File: config.mk
export PLATFORM = sky130hd
export DESIGN_NAME = fixed_point_load_average
export DESIGN_NICKNAME = d
export VERILOG_FILES = /design/src/sv/fpla_pkg.sv /design/src/sv/fixed_point_load_average.sv /design/src/sv/fpla_ctrl.sv /design/src/sv/fpla_dp.sv
export SDC_FILE = /design/constraint.sdc
export NUM_CORES = 2
export LEC_CHECK = 0
export BUFFER_PORTS_ARGS = -buffer_cell sky130_fd_sc_hd__buf_2
export CORE_UTILIZATION = 70
export DETAILED_ROUTE_END_ITERATION = 16
export HOLD_SLACK_MARGIN = 0.1
export PLACE_DENSITY = 0.94
export SLEW_MARGIN = 0
export SYNTH_ARGS = -nofsm -noshare
export SYNTH_HDL_FRONTEND = slang
export SYNTH_SLANG_ARGS = --single-unit
File: constraint.sdc
create_clock -name clk -period 20.1 [get_ports clk]
set_input_delay 5.025 -clock clk [delete_from_list [all_inputs] [get_ports clk]]
set_output_delay 5.025 -clock clk [all_outputs]
set_load 0.005 [all_outputs]
File: src/sv/fpla_pkg.sv
`default_nettype none

package fpla_pkg;

	// field and register widths
	localparam int CNT_W  = 21;
	localparam int RAW_W  = CNT_W - 1;
	localparam int PER_W  = 16;
	localparam int AVG_W  = 32;
	localparam int CFG_W  = 12;
	localparam int IDX_W  = 2;
	localparam int LANE_W = 2;

	localparam int FRAC_BITS_DEF = 11;

	// register indexes, also the lane numbers
	localparam logic [IDX_W-1:0] REG_DECAY_SHORT  = 2'd0;
	localparam logic [IDX_W-1:0] REG_DECAY_MEDIUM = 2'd1;
	localparam logic [IDX_W-1:0] REG_DECAY_LONG   = 2'd2;

	localparam logic [LANE_W-1:0] LANE_FIRST = 2'd0;
	localparam logic [LANE_W-1:0] LANE_LAST  = 2'd2;

	localparam logic [CFG_W-1:0] DECAY_SHORT_RST  = 12'd1884;
	localparam logic [CFG_W-1:0] DECAY_MEDIUM_RST = 12'd2014;
	localparam logic [CFG_W-1:0] DECAY_LONG_RST   = 12'd2037;

	typedef enum logic [2:0] {
		ST_IDLE,
		ST_LOAD,
		ST_POW,
		ST_MUL,
		ST_WRITE,
		ST_DONE
	} fpla_state_t;

	typedef struct packed {
		logic              capture;
		logic              pow_init;
		logic              pow_step;
		logic              blend_mul;
		logic              blend_wr;
		logic              out_load;
		logic [LANE_W-1:0] lane;
	} fpla_cmd_t;

	typedef struct packed {
		logic pow_done;
	} fpla_sts_t;

endpackage

`default_nettype wire

File: src/sv/fixed_point_load_average.sv
// channel  | handshake              | payload
// ---------+------------------------+-------------------------------------------
// input    | in_valid / in_ready    | active_count (21, signed), periods (16)
// output   | out_valid / out_ready  | avg_short, avg_medium, avg_long (32 each)
// config   | cfg_we                 | cfg_index (2), cfg_data (12)
//
// one word at a time; each of the three averages takes one squaring step per exponent
// bit of periods in the shared square-and-multiply loop, then a multiply and a write-back;
// the word is accepted before the first average and handed over after the last
// reset clears the averages to zero and loads the default decay factors
// a finished word waits in the output register while the next word is accepted;
// the next result is held back only if that register is still full
`default_nettype none

module fixed_point_load_average #(
	parameter int FRAC_BITS = fpla_pkg::FRAC_BITS_DEF
) (
	input  wire                              clk,
	input  wire                              arst_n,
	// configuration writes
	input  wire                              cfg_we,
	input  wire [fpla_pkg::IDX_W-1:0]        cfg_index,
	input  wire [fpla_pkg::CFG_W-1:0]        cfg_data,
	// input words
	input  wire                              in_valid,
	output logic                             in_ready,
	input  wire signed [fpla_pkg::CNT_W-1:0] active_count,
	input  wire [fpla_pkg::PER_W-1:0]        periods,
	// result words
	output logic                             out_valid,
	input  wire                              out_ready,
	output logic [fpla_pkg::AVG_W-1:0]       avg_short,
	output logic [fpla_pkg::AVG_W-1:0]       avg_medium,
	output logic [fpla_pkg::AVG_W-1:0]       avg_long
);

	// command and status between sequencer and datapath
	fpla_pkg::fpla_cmd_t cmd;
	fpla_pkg::fpla_sts_t sts;

	// sequencer: steps the three lanes through power, multiply and write-back
	fpla_ctrl u_ctrl (
		.clk       (clk),
		.arst_n    (arst_n),
		.in_valid  (in_valid),
		.in_ready  (in_ready),
		.out_valid (out_valid),
		.out_ready (out_ready),
		.sts       (sts),
		.cmd       (cmd)
	);

	// datapath: decay registers, power unit, blend multipliers, averages
	fpla_dp #(
		.FRAC_BITS (FRAC_BITS)
	) u_dp (
		.clk          (clk),
		.arst_n       (arst_n),
		.cfg_we       (cfg_we),
		.cfg_index    (cfg_index),
		.cfg_data     (cfg_data),
		.active_count (active_count),
		.periods      (periods),
		.cmd          (cmd),
		.sts          (sts),
		.avg_short    (avg_short),
		.avg_medium   (avg_medium),
		.avg_long     (avg_long)
	);

endmodule

`default_nettype wire

File: src/sv/fpla_ctrl.sv
`default_nettype none

module fpla_ctrl (
	input  wire                  clk,
	input  wire                  arst_n,
	input  wire                  in_valid,
	output logic                 in_ready,
	output logic                 out_valid,
	input  wire                  out_ready,
	input  fpla_pkg::fpla_sts_t  sts,
	output fpla_pkg::fpla_cmd_t  cmd
);

	fpla_pkg::fpla_state_t state_q, state_n;
	logic [fpla_pkg::LANE_W-1:0] lane_q, lane_n;
	logic out_valid_q, out_valid_n;

	always_ff @(posedge clk or negedge arst_n) begin
		if (!arst_n) begin
			state_q     <= fpla_pkg::ST_IDLE;
			lane_q      <= fpla_pkg::LANE_FIRST;
			out_valid_q <= 1'b0;
		end else begin
			state_q     <= state_n;
			lane_q      <= lane_n;
			out_valid_q <= out_valid_n;
		end
	end

	always_comb begin
		state_n       = state_q;
		lane_n        = lane_q;
		in_ready      = 1'b0;
		cmd           = '0;
		cmd.lane      = lane_q;
		out_valid_n   = out_valid_q & ~out_ready;
		case (state_q)
			fpla_pkg::ST_IDLE: begin
				in_ready = 1'b1;
				if (in_valid) begin
					cmd.capture = 1'b1;
					lane_n      = fpla_pkg::LANE_FIRST;
					state_n     = fpla_pkg::ST_LOAD;
				end
			end
			fpla_pkg::ST_LOAD: begin
				cmd.pow_init = 1'b1;
				state_n      = fpla_pkg::ST_POW;
			end
			fpla_pkg::ST_POW: begin
				if (sts.pow_done) begin
					state_n = fpla_pkg::ST_MUL;
				end else begin
					cmd.pow_step = 1'b1;
				end
			end
			fpla_pkg::ST_MUL: begin
				cmd.blend_mul = 1'b1;
				state_n       = fpla_pkg::ST_WRITE;
			end
			fpla_pkg::ST_WRITE: begin
				cmd.blend_wr = 1'b1;
				if (lane_q == fpla_pkg::LANE_LAST) begin
					state_n = fpla_pkg::ST_DONE;
				end else begin
					lane_n  = lane_q + 1'b1;
					state_n = fpla_pkg::ST_LOAD;
				end
			end
			fpla_pkg::ST_DONE: begin
				if (!out_valid_q || out_ready) begin
					cmd.out_load = 1'b1;
					out_valid_n  = 1'b1;
					state_n      = fpla_pkg::ST_IDLE;
				end
			end
			default: begin
				state_n = fpla_pkg::ST_IDLE;
			end
		endcase
	end

	assign out_valid = out_valid_q;

	// a waiting result word is never overwritten
	a_no_overwrite: assert property (@(posedge clk) disable iff (!arst_n)
		cmd.out_load |-> (!out_valid_q || out_ready))
		else $error("result word overwritten while waiting");

	// lane counter stays within the three averages
	a_lane_range: assert property (@(posedge clk) disable iff (!arst_n)
		lane_q != 2'd3)
		else $error("lane counter out of range");

	// an accepted word starts with the first lane
	a_start_lane: assert property (@(posedge clk) disable iff (!arst_n)
		(in_valid && in_ready) |=> (state_q == fpla_pkg::ST_LOAD &&
		lane_q == fpla_pkg::LANE_FIRST))
		else $error("item did not start on the first lane");

	// no squaring step once the exponent is used up
	a_step_live: assert property (@(posedge clk) disable iff (!arst_n)
		cmd.pow_step |-> !sts.pow_done)
		else $error("power step issued with exponent exhausted");

endmodule

`default_nettype wire

File: src/sv/fpla_dp.sv
`default_nettype none

module fpla_dp #(
	parameter int FRAC_BITS = fpla_pkg::FRAC_BITS_DEF
) (
	input  wire                          clk,
	input  wire                          arst_n,
	input  wire                          cfg_we,
	input  wire [fpla_pkg::IDX_W-1:0]    cfg_index,
	input  wire [fpla_pkg::CFG_W-1:0]    cfg_data,
	input  wire signed [fpla_pkg::CNT_W-1:0] active_count,
	input  wire [fpla_pkg::PER_W-1:0]    periods,
	input  fpla_pkg::fpla_cmd_t          cmd,
	output fpla_pkg::fpla_sts_t          sts,
	output logic [fpla_pkg::AVG_W-1:0]   avg_short,
	output logic [fpla_pkg::AVG_W-1:0]   avg_medium,
	output logic [fpla_pkg::AVG_W-1:0]   avg_long
);

	localparam int EW  = FRAC_BITS + 1;
	localparam int PW  = 2 * EW;
	localparam int CW  = (EW > fpla_pkg::CFG_W) ? EW : fpla_pkg::CFG_W;
	localparam int P1W = fpla_pkg::AVG_W + EW;
	localparam int P2W = fpla_pkg::RAW_W + EW;
	localparam int SW  = ((P1W > P2W + FRAC_BITS) ? P1W : P2W + FRAC_BITS) + 1;
	localparam int RW  = SW - FRAC_BITS;

	localparam logic [EW-1:0] ONE_E  = EW'(1) << FRAC_BITS;
	localparam logic [CW-1:0] ONE_C  = CW'(1) << FRAC_BITS;
	localparam logic [PW-1:0] HALF_P = PW'(1) << (FRAC_BITS - 1);
	localparam logic [SW-1:0] HALF_S = SW'(1) << (FRAC_BITS - 1);

	logic [fpla_pkg::CFG_W-1:0] decay_q [3];
	logic [fpla_pkg::AVG_W-1:0] avg_q [3];
	logic [fpla_pkg::RAW_W-1:0] raw_q;
	logic [fpla_pkg::PER_W-1:0] periods_q;
	logic [fpla_pkg::PER_W-1:0] n_q;
	logic [EW-1:0]              acc_q, base_q;
	logic [P1W-1:0]             p1_q;
	logic [P2W-1:0]             p2_q;

	logic [CW-1:0]              dec_ext, dec_clamp;
	logic [PW-1:0]              acc_prod, base_prod;
	logic [EW-1:0]              acc_rnd, base_rnd;
	logic [EW-1:0]              one_minus;
	logic [SW-1:0]              sum;
	logic [RW-1:0]              shifted;
	logic [fpla_pkg::AVG_W-1:0] blended;

	// configuration registers
	always_ff @(posedge clk or negedge arst_n) begin
		if (!arst_n) begin
			decay_q[0] <= fpla_pkg::DECAY_SHORT_RST;
			decay_q[1] <= fpla_pkg::DECAY_MEDIUM_RST;
			decay_q[2] <= fpla_pkg::DECAY_LONG_RST;
		end else if (cfg_we) begin
			case (cfg_index)
				fpla_pkg::REG_DECAY_SHORT:  decay_q[0] <= cfg_data;
				fpla_pkg::REG_DECAY_MEDIUM: decay_q[1] <= cfg_data;
				fpla_pkg::REG_DECAY_LONG:   decay_q[2] <= cfg_data;
				default: ;
			endcase
		end
	end

	// decay above one counts as one
	assign dec_ext   = CW'(decay_q[cmd.lane]);
	assign dec_clamp = (dec_ext > ONE_C) ? ONE_C : dec_ext;

	// rounded products for square-and-multiply
	assign acc_prod  = PW'(acc_q) * PW'(base_q) + HALF_P;
	assign base_prod = PW'(base_q) * PW'(base_q) + HALF_P;
	assign acc_rnd   = acc_prod[FRAC_BITS +: EW];
	assign base_rnd  = base_prod[FRAC_BITS +: EW];

	assign one_minus = ONE_E - acc_q;

	// blend sum, rounded and saturated
	assign sum     = SW'(p1_q) + (SW'(p2_q) << FRAC_BITS) + HALF_S;
	assign shifted = sum[SW-1:FRAC_BITS];
	assign blended = (|shifted[RW-1:fpla_pkg::AVG_W]) ? '1 : shifted[fpla_pkg::AVG_W-1:0];

	always_ff @(posedge clk) begin
		if (cmd.capture) begin
			raw_q     <= active_count[fpla_pkg::CNT_W-1] ? '0 :
				active_count[fpla_pkg::RAW_W-1:0];
			periods_q <= periods;
		end
		if (cmd.pow_init) begin
			acc_q  <= ONE_E;
			base_q <= dec_clamp[EW-1:0];
			n_q    <= periods_q;
		end else if (cmd.pow_step) begin
			if (n_q[0]) begin
				acc_q <= acc_rnd;
			end
			base_q <= base_rnd;
			n_q    <= n_q >> 1;
		end
		if (cmd.blend_mul) begin
			p1_q <= P1W'(avg_q[cmd.lane]) * P1W'(acc_q);
			p2_q <= P2W'(raw_q) * P2W'(one_minus);
		end
		if (cmd.out_load) begin
			avg_short  <= avg_q[0];
			avg_medium <= avg_q[1];
			avg_long   <= avg_q[2];
		end
	end

	// the three running averages
	always_ff @(posedge clk or negedge arst_n) begin
		if (!arst_n) begin
			avg_q[0] <= '0;
			avg_q[1] <= '0;
			avg_q[2] <= '0;
		end else if (cmd.blend_wr) begin
			avg_q[cmd.lane] <= blended;
		end
	end

	assign sts.pow_done = (n_q == '0);

endmodule

`default_nettype wire

==> run_results.csv <==
group,metric,value,unit
route,dr.pass1.iters,8,
worst_hold_path,hold_class,"reg -> reg",
layout,multi_input_area,28100,um2
yosys,synth_top_area_share,31.0,%
timing,fin_crit,9070,ps
route,vias,32400,
yosys,async_flop_share,36.7,%
timing,skew,52.5,ps
yosys,yosys.cell_types.count,65,
layout,n_fill_cell,3351,
clock_network,ctsHtreeMaxLevel,2,
die,boundaryPins,154,
clock_network,cts_resized,0,
worst_setup_path,reg2reg_from,"u_ctrl.lane_q[0]",
worst_setup_path,critPathKind,"reg -> reg",
clock_network,clkLatencyLatePin,640,ps
clock_network,cts_root_buf,"clkbuf_16",
die,initial_utilization,71.3,%
yosys,syn_inst,4296,
layout,fin_cells,5139,
timing,rsz0062_at_grt,"no",
yosys,synth_ff_type,"edfxtp_1",
timing,fin_crit_sh,45.1,%
worst_hold_path,min_path_cells,0,
timing,slew_headroom,15.4,%
clock_network,cts_buffers,42,
global_routing,antenna_found_initial,1,
timing,finalSetupTns,0,ps
worst_setup_path,worstPathRequired,20440,ps
worst_setup_path,r2r_slack,11030,ps
yosys,synth.largest_area_cell,"fa_1",
layout,drive_gt1_share,8.89,%
timing,layout_setup_ws,11030,ps
yosys,ys_warn_count,0,
placement,hpwl,78300,um
yosys,syn_nets,5322,
global_routing,grtUsageTotal,37.9,%
global_routing,grt_first_pass_wirelength,179000,um
die,rows,89,
layout,regArea,10500,um2
route,detail-route-antenna-nets,0,
placement,gp_congestion,0.957,
route,wl_per_cell,21.7,um
timing,finalSetupViolCount,0,
clock_network,cts.sinks,376,
die,core_area,59400,um2
layout,area_delta_synth_final,6.86,%
worst_setup_path,cp_max_fo,34,
yosys,synth-edff-count,226,
yosys,synthTopCellsByArea,"fa_1 31%, edfxtp_1 16%, ha_1 9.3%",
worst_setup_path,reg2regPathDepth,23,
yosys,yosysMostFrequentCell,"inv_1",
clock_network,cts_tree,"done",
placement,place_ws,11690,ps
yosys,synth_common_cells,"767 x inv_1, 684 x nand2_1, 656 x fa_1",
worst_hold_path,min_to,"u_dp.avg_long[29]",
timing,max_slew.worst_pin.slew,1240,ps
global_routing,grt_pass1_vias,34900,
clock_network,ctsHoldBuffers,0,
global_routing,grt_max_degree,85,
clock_network,postCtsSetupRepairBufs,0,
worst_setup_path,end_kind,"flop",
yosys,syn_avg_cell_area,9.85,um2
die,fp.dieArea,61500,um2
layout,n_antenna_cell,0,
timing,hold_viol_final,0,
route,initialDrtViolationCount,3959,
die,die_w,248,um
worst_setup_path,start_kind,"flop",
die,fp.dieH,248,um
worst_hold_path,min_from,"u_dp.avg_q[29]",
route,remaining_drc_errors,0,
placement,portBuffers,153,
worst_setup_path,r2r-end,"u_dp.p1_q[43]",
run_status,status,"completed",
clock_network,clockBufferDepth,3,
yosys,synth_area,42300,um2
worst_setup_path,critPathArrivalTime,9410,ps
route,wl,112000,um
timing,drv_slew,0,
yosys,synth-seq-area-share,24.8,%
route,vias_per_cell,6.31,
clock_network,clkTransAtPathRegs,70,ps
timing,fmax,110,MHz
placement,place_inst,5061,
layout,nets,5358,
flow_run,drv_cap,0,
global_routing,grt_overflow_total,0,
yosys,ys_ff_latch,376,
-- worst max-delay path, stage by stage (launching register included) --
cell and delay, ps:
dfrtp_2 780, buf_4 750, mux2i_1 180, o21ai_0 350
buf_4 290, nand2_1 110, fa_1 550, fa_1 540
inv_1 60, fa_1 500, fa_1 490, inv_1 50
fa_1 480, inv_1 40, ha_1 310, a21oi_1 300
nand3_1 200, a211oi_1 830, o211ai_1 330, a21oi_1 380
o21ai_0 340, or2_2 420, a311o_1 300, xnor2_1 140
-- final cells by class --
type	count	share of cell area [%]
inverters	767	6.37
multi-input cells	2923	62.1
clock buffers	51	2.49
well taps	773	2.14
flip-flops and latches	376	23.2
clock inverters	27	0.819
repair buffers	222	2.85
-- kinds of logic (layout without fill, tap and decap cells) --
group	after synthesis	after routing	share of synthesized area (%)
AND/OR/NAND/NOR	1297	1297	14.2
flip-flops	376	376	24.8
multiplexers	82	82	2.05
XOR/XNOR	128	128	2.65
adder cells (fa/ha/maj)	970	970	40.3
buffers and inverters	997	1067	8.94
AO/OA/AOI/OAI	446	446	7.01
-- stage by stage --
stage / area [um2] / hold WS [ps] / util, %
final: 45200 / 479 / 76.2
after global routing: 45200 / 472 / 76.2
after CTS: 45200 / 466 / 76.2
after detailed placement: 43700 / 458 / 73.7
after global placement: 43700 / 460 / 73.7
after floorplan: 42300 / 447 / -
-- worst max path at each step --
stage                startpoint                to  slack, ps
6_report       u_ctrl.lane_q[0]     u_dp.p1_q[43]      11030
5_1_grt        u_ctrl.lane_q[0]     u_dp.p1_q[43]      10910
4_1_cts        u_ctrl.lane_q[0]     u_dp.p1_q[43]      11420
3_5_place_dp   u_ctrl.lane_q[0]     u_dp.p1_q[43]      11690
3_3_place_gp   u_ctrl.lane_q[0]     u_dp.p1_q[43]      12020
2_1_floorplan         out_ready  u_dp.avg_long[0]      10480
-- cell usage in the layout, fill, tap and decap left out, drive strengths merged, types with 14 or more instances in the layout --
master / n
xnor2: 88
buf: 222
a211oi: 19
o21a: 24
nor3: 18
nand4: 14
nand2: 684
and2: 291
dfstp: 25
clkbuf: 51
ha: 314
inv: 776
a31oi: 68
a21o: 49
nand3: 16
dfrtp: 113
mux2: 37
nor2b: 45
nor2: 150
xor2: 40
o21ai: 87
a21oi: 99
edfxtp: 226
mux2i: 45
nand2b: 16
fa: 656
o32a: 36
-- flip-flops by register name, summed over array words and instances, names as in the netlist, 12 cells and up --
signal and flops:
u_dp.avg_q 96, u_dp.decay_q 36, u_dp.p1_q 34, u_dp.avg_long 32, u_dp.avg_medium 32, u_dp.avg_short 32
u_dp.p2_q 32, u_dp.raw_q 20, u_dp.n_q 16, u_dp.periods_q 16, u_dp.acc_q 12, u_dp.base_q 12
-- metal layers --
| layer | vias to the layer above | routed length (um) | GRT usage (%) |
|---|---|---|---|
| li1 | 13500 | - | - |
| met1 | 15700 | 37200 | 45.7 |
| met2 | 2486 | 52100 | 60.4 |
| met3 | 759 | 14100 | 10.2 |
| met4 | 0 | 8230 | 24.4 |
| met5 | - | 0 | 0 |
Power is not shown: default switching activity piles up to over one toggle a cycle in this logic, so the estimate is an artifact.
